[src/design/led_matrix_two_wire_sender_assert.svh]
// assertion helpers for the two-wire led matrix sender
`ifndef LED_MATRIX_TWO_WIRE_SENDER_ASSERT_SVH
`define LED_MATRIX_TWO_WIRE_SENDER_ASSERT_SVH

// same-cycle implication, checked at every clock edge out of reset
`define LMTWS_ASSERT_NOW(lbl, ante, cons, msg) \
  lbl: assert property (@(posedge clk_i) disable iff (!rst_ni) (ante) |-> (cons)) \
    else $error(msg);

// next-cycle implication
`define LMTWS_ASSERT_NEXT(lbl, ante, cons, msg) \
  lbl: assert property (@(posedge clk_i) disable iff (!rst_ni) (ante) |=> (cons)) \
    else $error(msg);

`endif

[src/design/lmtws_pkg.sv]
`timescale 1ns / 1ps
`default_nettype none

package lmtws_pkg;

  localparam int COLUMNS     = 16;
  localparam int QUEUE_DEPTH = 2;

  // input mode codes
  localparam logic [2:0] MODE_TICK       = 3'd0;
  localparam logic [2:0] MODE_SET_DOT    = 3'd1;
  localparam logic [2:0] MODE_SET_COLUMN = 3'd2;
  localparam logic [2:0] MODE_FLUSH      = 3'd3;
  localparam logic [2:0] MODE_CLEAR      = 3'd4;
  localparam logic [2:0] MODE_LEVEL      = 3'd5;
  localparam logic [2:0] MODE_DIRECT     = 3'd6;

  // register indexes
  localparam logic [2:0] CFG_AUTO_INC    = 3'd0;
  localparam logic [2:0] CFG_FIXED_ADDR  = 3'd1;
  localparam logic [2:0] CFG_ADDR_BASE   = 3'd2;
  localparam logic [2:0] CFG_DISP_ON     = 3'd3;
  localparam logic [2:0] CFG_DISP_OFF    = 3'd4;

  typedef enum logic [2:0] {
    OP_NONE,
    OP_TICK,
    OP_SET_DOT,
    OP_SET_COLUMN,
    OP_FLUSH,
    OP_CLEAR,
    OP_LEVEL,
    OP_DIRECT
  } op_e;

  typedef enum logic [2:0] {
    JOB_IDLE,
    JOB_LEVEL,
    JOB_FLUSH,
    JOB_CLEAR,
    JOB_DIRECT
  } job_e;

  typedef struct packed {
    logic [2:0]        mode;
    logic [3:0]        column;
    logic [2:0]        row;
    logic              dot_on;
    logic [7:0]        line_value;
    logic signed [3:0] level;
  } in_item_t;

  typedef struct packed {
    logic              clk_pin;
    logic              din_pin;
    logic              busy_res;
    logic              rejected;
    logic signed [3:0] brightness_now;
  } out_item_t;

  // classified item as held in the queue
  typedef struct packed {
    op_e               op;
    logic [3:0]        column;
    logic [2:0]        row;
    logic              dot_on;
    logic [7:0]        line_value;
    logic signed [3:0] level;
    logic              col_ok;
  } op_t;

  typedef struct packed {
    logic not_full;
    logic not_empty;
  } q_stat_t;

  typedef struct packed {
    logic       we;
    logic [2:0] index;
    logic [7:0] data;
  } cfg_wr_t;

endpackage

`default_nettype wire

[src/design/lmtws_front.sv]
`timescale 1ns / 1ps
`default_nettype none

module lmtws_front
  import lmtws_pkg::*;
(
  input  in_item_t item_i,
  output op_t      op_o
);

  always_comb begin
    op_o.column     = item_i.column;
    op_o.row        = item_i.row;
    op_o.dot_on     = item_i.dot_on;
    op_o.line_value = item_i.line_value;
    // any negative level means display off
    op_o.level      = item_i.level[3] ? 4'sb1111 : item_i.level;
    op_o.col_ok     = ({1'b0, item_i.column} < 5'(COLUMNS));
    unique case (item_i.mode)
      MODE_TICK:       op_o.op = OP_TICK;
      MODE_SET_DOT:    op_o.op = OP_SET_DOT;
      MODE_SET_COLUMN: op_o.op = OP_SET_COLUMN;
      MODE_FLUSH:      op_o.op = OP_FLUSH;
      MODE_CLEAR:      op_o.op = OP_CLEAR;
      MODE_LEVEL:      op_o.op = OP_LEVEL;
      MODE_DIRECT:     op_o.op = OP_DIRECT;
      default:         op_o.op = OP_NONE;
    endcase
  end

endmodule

`default_nettype wire

[src/design/lmtws_queue.sv]
`timescale 1ns / 1ps
`default_nettype none

module lmtws_queue
  import lmtws_pkg::*;
(
  input  logic    clk_i,
  input  logic    rst_ni,
  input  logic    push_i,
  input  op_t     push_data_i,
  input  logic    pop_i,
  output op_t     pop_data_o,
  output q_stat_t stat_o
);

  localparam int PW = (QUEUE_DEPTH > 1) ? $clog2(QUEUE_DEPTH) : 1;
  localparam int CW = $clog2(QUEUE_DEPTH + 1);

  op_t           mem_q [QUEUE_DEPTH];
  logic [PW-1:0] wr_q, wr_d, rd_q, rd_d;
  logic [CW-1:0] cnt_q, cnt_d;
  logic          do_push, do_pop;

  assign stat_o.not_full  = (cnt_q != CW'(QUEUE_DEPTH));
  assign stat_o.not_empty = (cnt_q != '0);
  assign do_push          = push_i && stat_o.not_full;
  assign do_pop           = pop_i && stat_o.not_empty;
  assign pop_data_o       = mem_q[rd_q];

  always_comb begin
    wr_d  = wr_q;
    rd_d  = rd_q;
    cnt_d = cnt_q;
    if (do_push) begin
      wr_d = (wr_q == PW'(QUEUE_DEPTH - 1)) ? '0 : wr_q + 1'b1;
    end
    if (do_pop) begin
      rd_d = (rd_q == PW'(QUEUE_DEPTH - 1)) ? '0 : rd_q + 1'b1;
    end
    if (do_push && !do_pop) begin
      cnt_d = cnt_q + 1'b1;
    end else if (do_pop && !do_push) begin
      cnt_d = cnt_q - 1'b1;
    end
  end

  always_ff @(posedge clk_i or negedge rst_ni) begin
    if (!rst_ni) begin
      wr_q  <= '0;
      rd_q  <= '0;
      cnt_q <= '0;
    end else begin
      wr_q  <= wr_d;
      rd_q  <= rd_d;
      cnt_q <= cnt_d;
    end
  end

  always_ff @(posedge clk_i) begin
    if (do_push) begin
      mem_q[wr_q] <= push_data_i;
    end
  end

endmodule

`default_nettype wire

[src/design/lmtws_back.sv]
`timescale 1ns / 1ps
`default_nettype none

module lmtws_back
  import lmtws_pkg::*;
(
  input  logic      clk_i,
  input  logic      rst_ni,
  input  cfg_wr_t   cfg_i,
  input  logic      op_valid_i,
  input  op_t       op_i,
  output logic      op_pop_o,
  output logic      out_valid_o,
  input  logic      out_ready_i,
  output out_item_t out_o
);

  localparam logic [4:0] LAST_FLUSH  = 5'(COLUMNS + 1);
  localparam logic [4:0] LAST_DIRECT = 5'd2;

  // stability pulse: data low, clock low, clock high, data high
  function automatic logic [1:0] stab_pins(input logic [1:0] p, input logic c,
                                           input logic d);
    logic [1:0] r;
    r = {c, d};
    case (p)
      2'd0:    r[0] = 1'b0;
      2'd1:    r[1] = 1'b0;
      2'd2:    r[1] = 1'b1;
      default: r[0] = 1'b1;
    endcase
    return r;
  endfunction

  logic [7:0]        auto_inc_q, fixed_addr_q, addr_base_q, disp_on_q, disp_off_q;
  logic [7:0]        dots_q [16];
  logic [7:0]        dots_d [16];
  job_e              job_q, job_d;
  logic [5:0]        step_q, step_d;
  logic [4:0]        bidx_q, bidx_d;
  logic [1:0]        sub_q, sub_d;
  logic [7:0]        shift_q, shift_d;
  logic              clk_q, clk_d, din_q, din_d;
  logic signed [3:0] level_q, level_d;
  logic [3:0]        dcol_q, dcol_d;
  logic [7:0]        dval_q, dval_d;
  logic              out_valid_q, out_valid_d;
  out_item_t         out_q, out_d;
  logic              exec;

  assign exec        = op_valid_i && (!out_valid_q || out_ready_i);
  assign op_pop_o    = exec;
  assign out_valid_o = out_valid_q;
  assign out_o       = out_q;

  always_comb begin
    logic       do_bit;
    logic       rej;
    logic [1:0] pins;
    logic [3:0] didx;
    logic [4:0] last;
    logic [7:0] data_byte;
    logic [3:0] acol;

    dots_d      = dots_q;
    job_d       = job_q;
    step_d      = step_q;
    bidx_d      = bidx_q;
    sub_d       = sub_q;
    shift_d     = shift_q;
    clk_d       = clk_q;
    din_d       = din_q;
    level_d     = level_q;
    dcol_d      = dcol_q;
    dval_d      = dval_q;
    out_valid_d = out_valid_q;
    out_d       = out_q;
    do_bit      = 1'b0;
    rej         = 1'b0;
    pins        = {clk_q, din_q};
    didx        = 4'(bidx_q - 5'd2);
    last        = (job_q == JOB_DIRECT) ? LAST_DIRECT : LAST_FLUSH;
    acol        = (job_q == JOB_DIRECT) ? dcol_q : 4'd0;
    if (job_q == JOB_DIRECT) begin
      data_byte = dval_q;
    end else if (job_q == JOB_CLEAR) begin
      data_byte = 8'd0;
    end else if ({1'b0, didx} < 5'(COLUMNS)) begin
      data_byte = dots_q[didx];
    end else begin
      data_byte = 8'd0;
    end

    if (exec) begin
      unique case (op_i.op)
        OP_TICK: begin
          if (job_q != JOB_IDLE) begin
            if (bidx_q == 5'd0) begin
              // command frame
              if (step_q < 6'd4) begin
                pins = stab_pins(step_q[1:0], clk_q, din_q);
              end else if (step_q == 6'd4) begin
                pins[0] = 1'b0;
              end else if (step_q < 6'd29) begin
                do_bit = 1'b1;
              end else if (step_q == 6'd29) begin
                pins[0] = 1'b1;
              end else begin
                pins = stab_pins(step_q[1:0] - 2'd2, clk_q, din_q);
              end
              if (step_q >= 6'd33) begin
                step_d = 6'd0;
                if (job_q == JOB_LEVEL) begin
                  job_d = JOB_IDLE;
                end else begin
                  bidx_d = 5'd1;
                end
              end else begin
                step_d = step_q + 6'd1;
              end
            end else if (bidx_q == 5'd1) begin
              // address byte
              if (step_q == 6'd0) begin
                pins[0] = 1'b0;
              end else begin
                if (step_q == 6'd1) begin
                  shift_d = addr_base_q | {4'd0, acol};
                end
                do_bit = 1'b1;
              end
              if (step_q >= 6'd24) begin
                bidx_d = 5'd2;
                step_d = 6'd0;
              end else begin
                step_d = step_q + 6'd1;
              end
            end else begin
              // data bytes then closing data edge
              if (step_q < 6'd24) begin
                if (step_q == 6'd0) begin
                  shift_d = data_byte;
                end
                do_bit = 1'b1;
                if (step_q == 6'd23) begin
                  if (bidx_q < last) begin
                    bidx_d = bidx_q + 5'd1;
                    step_d = 6'd0;
                  end else begin
                    step_d = 6'd24;
                  end
                end else begin
                  step_d = step_q + 6'd1;
                end
              end else begin
                pins[0] = 1'b1;
                job_d   = JOB_IDLE;
                step_d  = 6'd0;
                bidx_d  = 5'd0;
              end
            end
          end
        end
        OP_SET_DOT: begin
          if (op_i.col_ok) begin
            dots_d[op_i.column][op_i.row] = op_i.dot_on;
          end
        end
        OP_SET_COLUMN: begin
          if (op_i.col_ok) begin
            dots_d[op_i.column] = op_i.line_value;
          end
        end
        OP_FLUSH, OP_CLEAR, OP_LEVEL, OP_DIRECT: begin
          if (job_q != JOB_IDLE) begin
            rej = 1'b1;
          end else begin
            step_d = 6'd0;
            bidx_d = 5'd0;
            sub_d  = 2'd0;
            case (op_i.op)
              OP_FLUSH: begin
                job_d   = JOB_FLUSH;
                shift_d = auto_inc_q;
              end
              OP_CLEAR: begin
                job_d   = JOB_CLEAR;
                shift_d = auto_inc_q;
              end
              OP_LEVEL: begin
                job_d   = JOB_LEVEL;
                level_d = op_i.level;
                shift_d = op_i.level[3] ? disp_off_q
                                        : (disp_on_q | {4'd0, op_i.level});
              end
              default: begin
                job_d   = JOB_DIRECT;
                dcol_d  = op_i.column;
                dval_d  = op_i.line_value;
                shift_d = fixed_addr_q;
              end
            endcase
          end
        end
        default: begin
        end
      endcase

      // one bit slot: clock low, data bit, clock high and shift
      if (do_bit) begin
        case (sub_q)
          2'd0:    pins[1] = 1'b0;
          2'd1:    pins[0] = shift_d[0];
          default: begin
            pins[1] = 1'b1;
            shift_d = {1'b0, shift_d[7:1]};
          end
        endcase
        sub_d = (sub_q == 2'd2) ? 2'd0 : sub_q + 2'd1;
      end
      clk_d = pins[1];
      din_d = pins[0];

      out_valid_d          = 1'b1;
      out_d.clk_pin        = clk_d;
      out_d.din_pin        = din_d;
      out_d.busy_res       = (job_d != JOB_IDLE);
      out_d.rejected       = rej;
      out_d.brightness_now = level_d;
    end else if (out_ready_i) begin
      out_valid_d = 1'b0;
    end
  end

  always_ff @(posedge clk_i or negedge rst_ni) begin
    if (!rst_ni) begin
      job_q       <= JOB_IDLE;
      step_q      <= '0;
      bidx_q      <= '0;
      sub_q       <= '0;
      shift_q     <= '0;
      clk_q       <= 1'b1;
      din_q       <= 1'b1;
      level_q     <= 4'sb1111;
      dcol_q      <= '0;
      dval_q      <= '0;
      out_valid_q <= 1'b0;
      for (int i = 0; i < 16; i++) begin
        dots_q[i] <= '0;
      end
    end else begin
      job_q       <= job_d;
      step_q      <= step_d;
      bidx_q      <= bidx_d;
      sub_q       <= sub_d;
      shift_q     <= shift_d;
      clk_q       <= clk_d;
      din_q       <= din_d;
      level_q     <= level_d;
      dcol_q      <= dcol_d;
      dval_q      <= dval_d;
      out_valid_q <= out_valid_d;
      dots_q      <= dots_d;
    end
  end

  always_ff @(posedge clk_i) begin
    out_q <= out_d;
  end

  always_ff @(posedge clk_i or negedge rst_ni) begin
    if (!rst_ni) begin
      auto_inc_q   <= 8'h40;
      fixed_addr_q <= 8'h44;
      addr_base_q  <= 8'hC0;
      disp_on_q    <= 8'h88;
      disp_off_q   <= 8'h80;
    end else if (cfg_i.we) begin
      unique case (cfg_i.index)
        CFG_AUTO_INC:   auto_inc_q   <= cfg_i.data;
        CFG_FIXED_ADDR: fixed_addr_q <= cfg_i.data;
        CFG_ADDR_BASE:  addr_base_q  <= cfg_i.data;
        CFG_DISP_ON:    disp_on_q    <= cfg_i.data;
        CFG_DISP_OFF:   disp_off_q   <= cfg_i.data;
        default: begin
        end
      endcase
    end
  end

endmodule

`default_nettype wire

[src/design/led_matrix_two_wire_sender.sv]
// two-wire led matrix sender
// in channel (in_valid_i / in_ready_o / in_i): one item per handshake; mode picks
//   a pin tick, a dot or column write to the 16x8 dot buffer, or a transfer
//   command (flush, clear, brightness, direct write)
// out channel (out_valid_o / out_ready_i / out_o): exactly one result item per
//   input item, in order: pin levels, busy, rejected flag, stored brightness
// each tick item moves the clock or data pin by at most one change; a command
//   arriving while a transfer is running is dropped and flagged
// an input item is held in the queue, then registered in the result register; throughput is
//   one item per cycle while the receiver keeps taking results, set by the execute step of the sequencer
// a 2-entry queue between decode and execute keeps in_ready_o free of any
//   path from out_ready_i; when the receiver stalls the result register holds,
//   the queue fills and in_ready_o drops after two more items
// reset clears the dot buffer, leaves both pins high, sets brightness to off
//   (-1) and loads the command registers with their datasheet values
// cfg_we_i writes register cfg_index_i at once; write only while idle
`timescale 1ns / 1ps
`default_nettype none

`include "led_matrix_two_wire_sender_assert.svh"

module led_matrix_two_wire_sender
  import lmtws_pkg::*;
(
  input  logic      clk_i,
  input  logic      rst_ni,
  // configuration write port
  input  logic      cfg_we_i,
  input  logic [2:0] cfg_index_i,
  input  logic [7:0] cfg_data_i,
  // item input
  input  logic      in_valid_i,
  output logic      in_ready_o,
  input  in_item_t  in_i,
  // result output
  output logic      out_valid_o,
  input  logic      out_ready_i,
  output out_item_t out_o
);

  op_t     front_op;
  op_t     queue_op;
  q_stat_t q_stat;
  logic    pop;
  cfg_wr_t cfg;

  assign cfg.we    = cfg_we_i;
  assign cfg.index = cfg_index_i;
  assign cfg.data  = cfg_data_i;

  // decode and clamp
  lmtws_front u_front (
    .item_i (in_i),
    .op_o   (front_op)
  );

  assign in_ready_o = q_stat.not_full;

  // decouples decode from the pin sequencer
  lmtws_queue u_queue (
    .clk_i       (clk_i),
    .rst_ni      (rst_ni),
    .push_i      (in_valid_i),
    .push_data_i (front_op),
    .pop_i       (pop),
    .pop_data_o  (queue_op),
    .stat_o      (q_stat)
  );

  // dot buffer, pin sequencer and result register
  lmtws_back u_back (
    .clk_i       (clk_i),
    .rst_ni      (rst_ni),
    .cfg_i       (cfg),
    .op_valid_i  (q_stat.not_empty),
    .op_i        (queue_op),
    .op_pop_o    (pop),
    .out_valid_o (out_valid_o),
    .out_ready_i (out_ready_i),
    .out_o       (out_o)
  );

  // a dropped command only happens while a transfer is running
  `LMTWS_ASSERT_NOW(a_rej_busy, out_valid_o && out_o.rejected, out_o.busy_res, "rejected while idle")

  // between transfers both lines rest high
  `LMTWS_ASSERT_NOW(a_idle_pins, out_valid_o && !out_o.busy_res, out_o.clk_pin && out_o.din_pin, "idle pins not high")

  // stored brightness is off or 0..7
  `LMTWS_ASSERT_NOW(a_level_rng, out_valid_o, !out_o.brightness_now[3] || out_o.brightness_now == 4'sb1111, "brightness out of range")

  // a queued item always reaches a free result register next cycle
  `LMTWS_ASSERT_NEXT(a_drain, q_stat.not_empty && !out_valid_o, out_valid_o, "queue not drained")

endmodule

`default_nettype wire

[config.mk]
export PLATFORM = sky130hd
export DESIGN_NAME = led_matrix_two_wire_sender
export DESIGN_NICKNAME = d
export VERILOG_FILES = /design/src/design/lmtws_pkg.sv /design/src/design/lmtws_front.sv /design/src/design/lmtws_queue.sv /design/src/design/lmtws_back.sv /design/src/design/led_matrix_two_wire_sender.sv
export VERILOG_INCLUDE_DIRS = /design/src /design/src/design
export SDC_FILE = /design/constraint.sdc
export NUM_CORES = 1
export LEC_CHECK = 0
export BUFFER_PORTS_ARGS = -buffer_cell sky130_fd_sc_hd__buf_2
export CELL_PAD_IN_SITES_DETAIL_PLACEMENT = 0
export CELL_PAD_IN_SITES_GLOBAL_PLACEMENT = 1
export CORE_ASPECT_RATIO = 0.8
export CORE_MARGIN = 5
export CORE_UTILIZATION = 50
export DETAILED_ROUTE_END_ITERATION = 10
export PLACE_DENSITY = 0.92
export SYNTH_ARGS = -nofsm -noshare
export SYNTH_HDL_FRONTEND = slang
export SYNTH_SLANG_ARGS = --single-unit
[constraint.sdc]
create_clock -name clk_i -period 4.1 [get_ports clk_i]
set_input_delay 0.41 -clock clk_i [delete_from_list [all_inputs] [get_ports clk_i]]
set_output_delay 0.41 -clock clk_i [all_outputs]
set_load 0.05 [all_outputs]
Word-level counts from Yosys, hierarchy flattened
Memory sizes are Yosys's and may differ from the RTL's.
Cells that the tools add are included.
{"block": "op_classes", "reduce_logical": 42, "n_eq_ne": 42, "n_bitwise": 6, "shifts": 0, "order_cmp": 11, "mux": 111, "addsub": 9, "mul": 0, "div": 0}
{"operator": "bitwise mux 128 bit", "count": 2}
{"operator": "two-way mux 128 bit", "count": 2}
{"operator": "one-hot mux 128 bit (2 select lines)", "count": 1}
{"operator": "two-way mux 8 bit", "count": 17}
{"operator": "demux 8 bit (select 4 bit)", "count": 2}
{"operator": "two-way mux 5 bit", "count": 12}
{"operator": "two-way mux 6 bit", "count": 8}
{"operator": "binary-select mux 8 bit (select 4 bit)", "count": 1}
{"operator": "one-hot mux 8 bit (2 select lines)", "count": 2}
{"operator": "two-way mux 1 bit", "count": 28}
{"operator": "== test 3 bit (second input constant)", "count": 9}
{"operator": "two-way mux 2 bit", "count": 12}
{"operator": "two-way mux 3 bit", "count": 8}
{"operator": "== test 3 x 2 -> 1 bit (second input constant)", "count": 7}
{"operator": "one-hot mux 3 bit (7 select lines)", "count": 1}
{"operator": "two-way mux 4 bit", "count": 5}
{"operator": "bitwise OR 8 x 4 -> 8 bit", "count": 2}
{"operator": "== test 3 x 1 -> 1 bit (second input constant)", "count": 4}
{"operator": "== test 6 x 5 -> 1 bit (second input constant)", "count": 2}
{"operator": "less-than comparator 6 x 5 -> 1 bit (second input constant)", "count": 2}
{"operator": "one-hot mux 6 bit (2 select lines)", "count": 1}
{"operator": "AND reduction 4 bit", "count": 3}
{"operator": "nonzero test 2 bit", "count": 6}
{"operator": "greater-or-equal comparator 5 bit (second input constant)", "count": 2}
{"operator": "45 further kinds", "count": 82}
{"block": "word_totals", "reg_bits": 223, "in_bits": 39, "latch_bits": 0, "memories": 1, "mem_bits_ro": 0, "output_inout_bits": 10, "wordCells": 262, "ramBits": 46}
{"name": "u_queue.mem_q", "words": 2, "word_bits": 23, "read_ports": 1, "rd_ports_with_merged_regs": 0, "wr": 1, "line_no": "lmtws_queue.sv:19", "text": "op_t mem_q [QUEUE_DEPTH];"}

Longest topological paths before layout
{"block": "depth", "word_depth": 15, "depth_mapped": 14, "mapped_depth_nobuf": 9}

Cells and area by module
Synthesis repeated with hierarchy kept, for this count alone.
{"block": "unflattened", "cells_unflattened": 1221, "hier_area_um2": 14224.9}
{"mod": "lmtws_back", "area_per_inst_um2": 12011.5, "cells_each": 1102, "instances": 1, "seq_area_each_um2": 5537.8}
{"mod": "lmtws_queue", "area_per_inst_um2": 2030.7, "cells_each": 93, "instances": 1, "seq_area_each_um2": 1541.5}
{"mod": "lmtws_front", "area_per_inst_um2": 182.7, "cells_each": 26, "instances": 1, "seq_area_each_um2": 0.0}

Worst setup path before layout
OpenSTA, ideal clock, no wires.
{"block": "synth_path", "path_type": "register to register", "startpoint": "register u_back.bidx_q[1]", "endpoint": "register u_back.shift_q[6]", "path_slack_ns": 0.968, "synth_period_minus_slack_ns": 3.132, "t_required_ns": 3.954, "path_stages_with_launch": 14, "t_arrival_ns": 2.986, "path_buffers": 4, "setup_ns": 0.146, "cell_sequence": "dfrtp_1 -> clkbuf_1 -> buf_2 -> buf_2 -> inv_1 -> ha_1 -> xor2_1 -> buf_2 -> mux4_2 -> a211o_1 -> o2111ai_1 -> o311ai_1 -> o21ai_1 -> o22ai_1"}
{"block": "synth_via", "elab_chain_len": 15, "word_cells_on_any_way": 22, "cone_classes": "add/sub (1); eq/ne (1); mux (18); bitwise (1); reduce/logical (1)"}
{"element": "start, declared", "line_no": "lmtws_back.sv:40", "text": "logic [4:0] bidx_q, bidx_d;"}
{"element": "start signal, assigned", "line_no": "lmtws_back.sv:253", "text": "bidx_q <= bidx_d;"}
{"element": "subtractor 4 x 2 -> 4 bit", "line_no": "lmtws_back.sv:81", "text": "didx = 4'(bidx_q - 5'd2);"}
{"element": "inverter 4 -> 5 bit (not written as such)", "line_no": "lmtws_back.sv:89", "text": "data_byte = dots_q[didx];"}
{"element": "binary-select mux 8 bit (select 4 bit)", "line_no": "lmtws_back.sv:89"}
{"element": "two-way mux 8 bit (not written as such) (2 in series)", "line_no": "lmtws_back.sv:89"}
{"element": "two-way mux 8 bit", "line_no": "lmtws_back.sv:86", "text": "end else if (job_q == JOB_CLEAR) begin"}
{"element": "two-way mux 8 bit", "line_no": "lmtws_back.sv:84", "text": "if (job_q == JOB_DIRECT) begin"}
{"element": "two-way mux 8 bit", "line_no": "lmtws_back.sv:140", "text": "if (step_q == 6'd0) begin"}
{"element": "two-way mux 8 bit", "line_no": "lmtws_back.sv:139", "text": "if (step_q < 6'd24) begin"}
{"element": "two-way mux 8 bit", "line_no": "lmtws_back.sv:121", "text": "end else if (bidx_q == 5'd1) begin"}
{"element": "two-way mux 8 bit", "line_no": "lmtws_back.sv:98", "text": "if (bidx_q == 5'd0) begin"}
{"element": "two-way mux 8 bit", "line_no": "lmtws_back.sv:97", "text": "if (job_q != JOB_IDLE) begin"}
{"element": "one-hot mux 8 bit (2 select lines)", "line_no": "lmtws_back.sv:95", "text": "unique case (op_i.op)"}
{"element": "two-way mux 8 bit", "line_no": "lmtws_back.sv:210", "text": "case (sub_q)"}
{"element": "two-way mux 8 bit *", "line_no": "lmtws_back.sv:209", "text": "if (do_bit) begin"}
{"element": "end signal, assigned", "line_no": "lmtws_back.sv:255", "text": "shift_q <= shift_d;"}
{"element": "end, declared", "line_no": "lmtws_back.sv:42", "text": "logic [7:0] shift_q, shift_d;"}
Mark *: on every way between the ends. The rest lies on a longest branch, timed or not. The select of a mux whose other input is x is not followed.
A chain may end at the register's enable or synchronous reset.

Worst setup path in the final report
{"block": "layout_path", "startpoint": "register u_queue.rd_q", "endpoint": "register u_back.dots_q[99] (netlist bit)"}
{"block": "layout_via", "elab_chain_len": 10, "word_cells_on_any_way": 25, "cone_classes": "order compare (4); eq/ne (4); mux (11); bitwise (1); reduce/logical (4); memory (1)"}
{"element": "start, declared", "line_no": "lmtws_queue.sv:20", "text": "logic [PW-1:0] wr_q, wr_d, rd_q, rd_d;"}
{"element": "start signal, assigned", "line_no": "lmtws_queue.sv:54", "text": "rd_q <= rd_d;"}
{"element": "memory read (2 x 23 bit) *"}
{"element": "less-than comparator 3 x 4 -> 1 bit (not written as such) / greater-or-equal comparator 3 x 1 -> 1 bit (equally long branches)", "line_no": "lmtws_back.sv:165", "text": "dots_d[op_i.column][op_i.row] = op_i.dot_on;"}
{"element": "logical AND 1 bit (not written as such)", "line_no": "lmtws_back.sv:165"}
{"element": "two-way mux 1 bit (not written as such)", "line_no": "lmtws_back.sv:165"}
{"element": "demux 1 bit (select 3 bit)"}
{"element": "two-way mux 8 bit (not written as such)", "line_no": "lmtws_back.sv:165"}
{"element": "demux 8 bit (select 4 bit)", "line_no": "lmtws_back.sv:165"}
{"element": "bitwise mux 128 bit", "line_no": "lmtws_back.sv:165"}
{"element": "two-way mux 128 bit", "line_no": "lmtws_back.sv:164", "text": "if (op_i.col_ok) begin"}
{"element": "one-hot mux 128 bit (2 select lines)", "line_no": "lmtws_back.sv:95"}
{"element": "end signal, assigned", "line_no": "lmtws_back.sv:262", "text": "dots_q <= dots_d;"}
{"element": "end, declared", "line_no": "lmtws_back.sv:36", "text": "logic [7:0] dots_q [16];"}
Marks and branches as above.

==> metrics.csv <==
stage;metric;value;unit
status;status;complete, no violations;
pwr;Leak Pwr;6.32;nW
global_route;met1 usage;0.393;
yosys;mean post-synth cell area;10.4;sq um
die;Die Ht;160;um
global_route;GRT busiest layer;met1;
clocking;Clock Tree Buf Depth;3;
die;Initial Util;0.510;
placed_design;number of port buffers;48;
timing;fmax;309;MHz
worst_hold_path;hold path cells;1;
die;die width;197;um
yosys;Netlist cell types;78;
global_route;first-pass GRT wire length;65.6;mm
routing;# DRC;0;
timing;worst-margin pin slew;1.29;ns
die;Die Area;31500;sq um
yosys;flops & latches, synth;269;
timing;TNS Setup;0;ns
setup_path;required time of the critical path;4.50;ns
placed_design;DP HPWL;26.9;mm
clocking;root buffer selected by CTS;clkbuf_16;
routing;wire per inst;22.8;um
routing;drt first pass iters;5;
global_route;pin count of the biggest net entering global routing;106;
setup_path;Worst Setup Start Kind;flip-flop;
setup_path;Setup Crit Path Kind;reg2reg;
timing;Slew headroom;0.140;
die;io pins;49;
placed_design;GPL Wtd Cong;0.972;
clocking;CTS Buf Count;28;
yosys;Area contributors post-synth;dfrtp_1, edfxtp_1, o21ai_0, mux4_2, a21oi_1;
global_route;met3 GRT Util;0.0809;
setup_path;Reg2Reg Capture Point;u_back.dots_q[99];
yosys;sequential fraction of the synthesis area;0.501;
clocking;CTS tree;yes;
yosys;Post-Syn Area;14000;sq um
timing;Final Hold Viols;0;
setup_path;R2R depth;7;
yosys;EDFF count, synth;54;
routing;via density per instance;6.57;
yosys;Async SR Flop Fraction;0.799;
clocking;# clock sinks;269;
routing;final WL;40.8;mm
pwr;Max IR drop VDD;0.492;mV
global_route;gr usage total;0.257;
finish;layout cell share with drive strength beyond 1;0.195;
worst_hold_path;Worst Hold Class;in2reg;
global_route;initial antenna violation count;1;
worst_hold_path;hold worst-path end;u_queue.mem_q[1][4];
setup_path;Reg-to-Reg Start;u_queue.rd_q;
pwr;Power Total;0.0102;W
setup_path;crit path max fanout;21;
setup_path;Worst EP arrival;3.64;ns
setup_path;R2R Setup Slk;0.86;ns
routing;Routed Antenna Nets;0;
timing;Worst Clk Skew;0.0237;ns
timing;unrepaired setup endpoints after global routing;no;
yosys;Synth top area share;0.359;
finish;nets;1454;
routing;Vias;11700;
finish;commonest non-fill, non-tap cell in the layout;o21ai_0;
yosys;Yosys Warn Count;0;
clocking;Clock Latency Late Sink;0.56;ns
clocking;cts repair resizes;0;
global_route;remaining global-route overflow;0;
timing;Final Cycle Share;0.790;
global_route;met2 Resource Use GR;0.355;
routing;Iter 0 DRT Violations;1637;
setup_path;Setup crit end kind;flip-flop;
run;max cap viols;0;
global_route;vias in the first global route;11400;
worst_hold_path;Hold Crit Start;in_i[4];
yosys;dominant cell type by area after synthesis;dfrtp_1;
clocking;# H-tree levels;1;
yosys;Post-Syn Nets;1405;
clocking;register clock-pin slew on the reported worst setup and hold paths;0.06;ns
timing;endpoints failing setup;0;
die;core area;27400;sq um
yosys;Synth Instances;1349;
finish;most frequent cells in the layout;o21ai_0, dfrtp_1, a21oi_1, nand2_1, nor2_1;
clocking;postcts setup bufs;0;
yosys;Primary FF master, synth;dfrtp_1;
die;# rows;54;
finish;n_diodes;0;
finish;Layout area overhead;12.5;%
clocking;# hold bufs at CTS;1;
timing;minimum clock period after layout;3.24;ns
timing;Final Max Slew Viols;0;
pwr;PD cells;646;nW/um^2
[logic make-up (layout without fill, tap and decap cells)]
family / count (synthesis) / count (layout) / share of synthesized area
and+or+nand+nor: 260 / 260 / 0.0908
DFF: 269 / 269 / 0.501
muxes: 127 / 127 / 0.131
xor gates and xnor gates: 7 / 7 / 0.00438
buffers and inverters: 99 / 170 / 0.0309
AOI/OAI and AO/OA: 570 / 570 / 0.226
adders and majority gates: 17 / 17 / 0.0152
[through the flow]
step / utilization / cells / instance area [sq um] / hold slack, ns / worst slack [ns]
floorplan: - / 1349 / 14000 / 0.114 / 0.968
global placement: 0.537 / 1731 / 14700 / 0.446 / 1.02
detailed placement: 0.537 / 1731 / 14700 / 0.451 / 0.977
CTS: 0.574 / 1784 / 15800 / 0.0176 / 0.944
global route: 0.574 / 1784 / 15800 / 0.0230 / 0.685
finish: 0.574 / 1784 / 15800 / 0.0334 / 0.863
[state kept, by name, summed over array words and instances, names as in the netlist, 3 cells and up]
register and cells:
u_back.auto_inc_q 8, u_back.level_q 4, u_back.dots_q 128, u_back.job_q 3, u_back.disp_on_q 8, u_back.dcol_q 4, u_back.bidx_q 5, u_back.out_o 8
u_back.step_q 6, u_back.shift_q 8, u_back.fixed_addr_q 8, u_queue.mem_q 46, u_back.disp_off_q 8, u_back.dval_q 8, u_back.addr_base_q 8
[critical path, cell delays in order, from the launching register on]
cell	delay, ns
dfrtp_2	0.51
mux2i_2	0.27
buf_4	0.24
nand2_1	0.28
nor2_2	0.76
o21ai_1	0.58
o21ai_0	0.32
o31ai_1	0.10
[Yosys cell counts, types with 9 or more instances]
library cell / count
a21oi_1: 165
a22oi_1: 9
buf_2: 13
clkbuf_1: 50
dfrtp_1: 201
dfstp_2: 14
edfxtp_1: 54
ha_1: 17
inv_1: 23
mux2_2: 66
mux2i_1: 21
mux4_2: 37
nand2_1: 80
nand3_1: 23
nor2_1: 80
nor3_1: 13
o21ai_0: 277
o21ai_1: 23
o31ai_1: 10
[metal layers]
layer	wire [um]	share of wire	up-vias
met1	17500	0.43	5746
met5	8	0.00020	-
li1	-	-	5187
met2	17100	0.42	707
met4	1030	0.025	2
met3	5110	0.13	77
[worst max-delay path by stage]
| stage | end | startpoint | cells past startpoint | slack, ns |
|---|---|---|---|---|
| after global routing | u_back.dots_q[97] | u_queue.rd_q | 7 | 0.69 |
| after global placement | u_back.bidx_q[3] | u_back.job_q[2] | 8 | 1.02 |
| after CTS | u_back.din_q | u_back.bidx_q[0] | 7 | 0.94 |
| after detailed placement | u_back.din_q | u_back.bidx_q[0] | 7 | 0.98 |
| final | u_back.dots_q[99] | u_queue.rd_q | 7 | 0.86 |
| after floorplan | u_back.shift_q[6] | u_back.bidx_q[1] | 13 | 0.97 |
[where the power goes]
group	internal, W	switching (W)	total, W
sequential	0.00342	0.000450	0.00387
combinational	0.00117	0.00238	0.00355
clock	0.00166	0.00109	0.00275
total	0.00625	0.00393	0.0102
[layout make-up]
cell class / count / area (sq um)
fill: 2307 / 11700
sequential: 269 / 7020
multi-input combinational: 981 / 6570
clock buffer: 38 / 788
timing repair buffer: 93 / 614
tap: 364 / 455
clock inverter: 14 / 209
inverter: 25 / 93.8
Note: power is estimated with default switching activity, not from simulation.
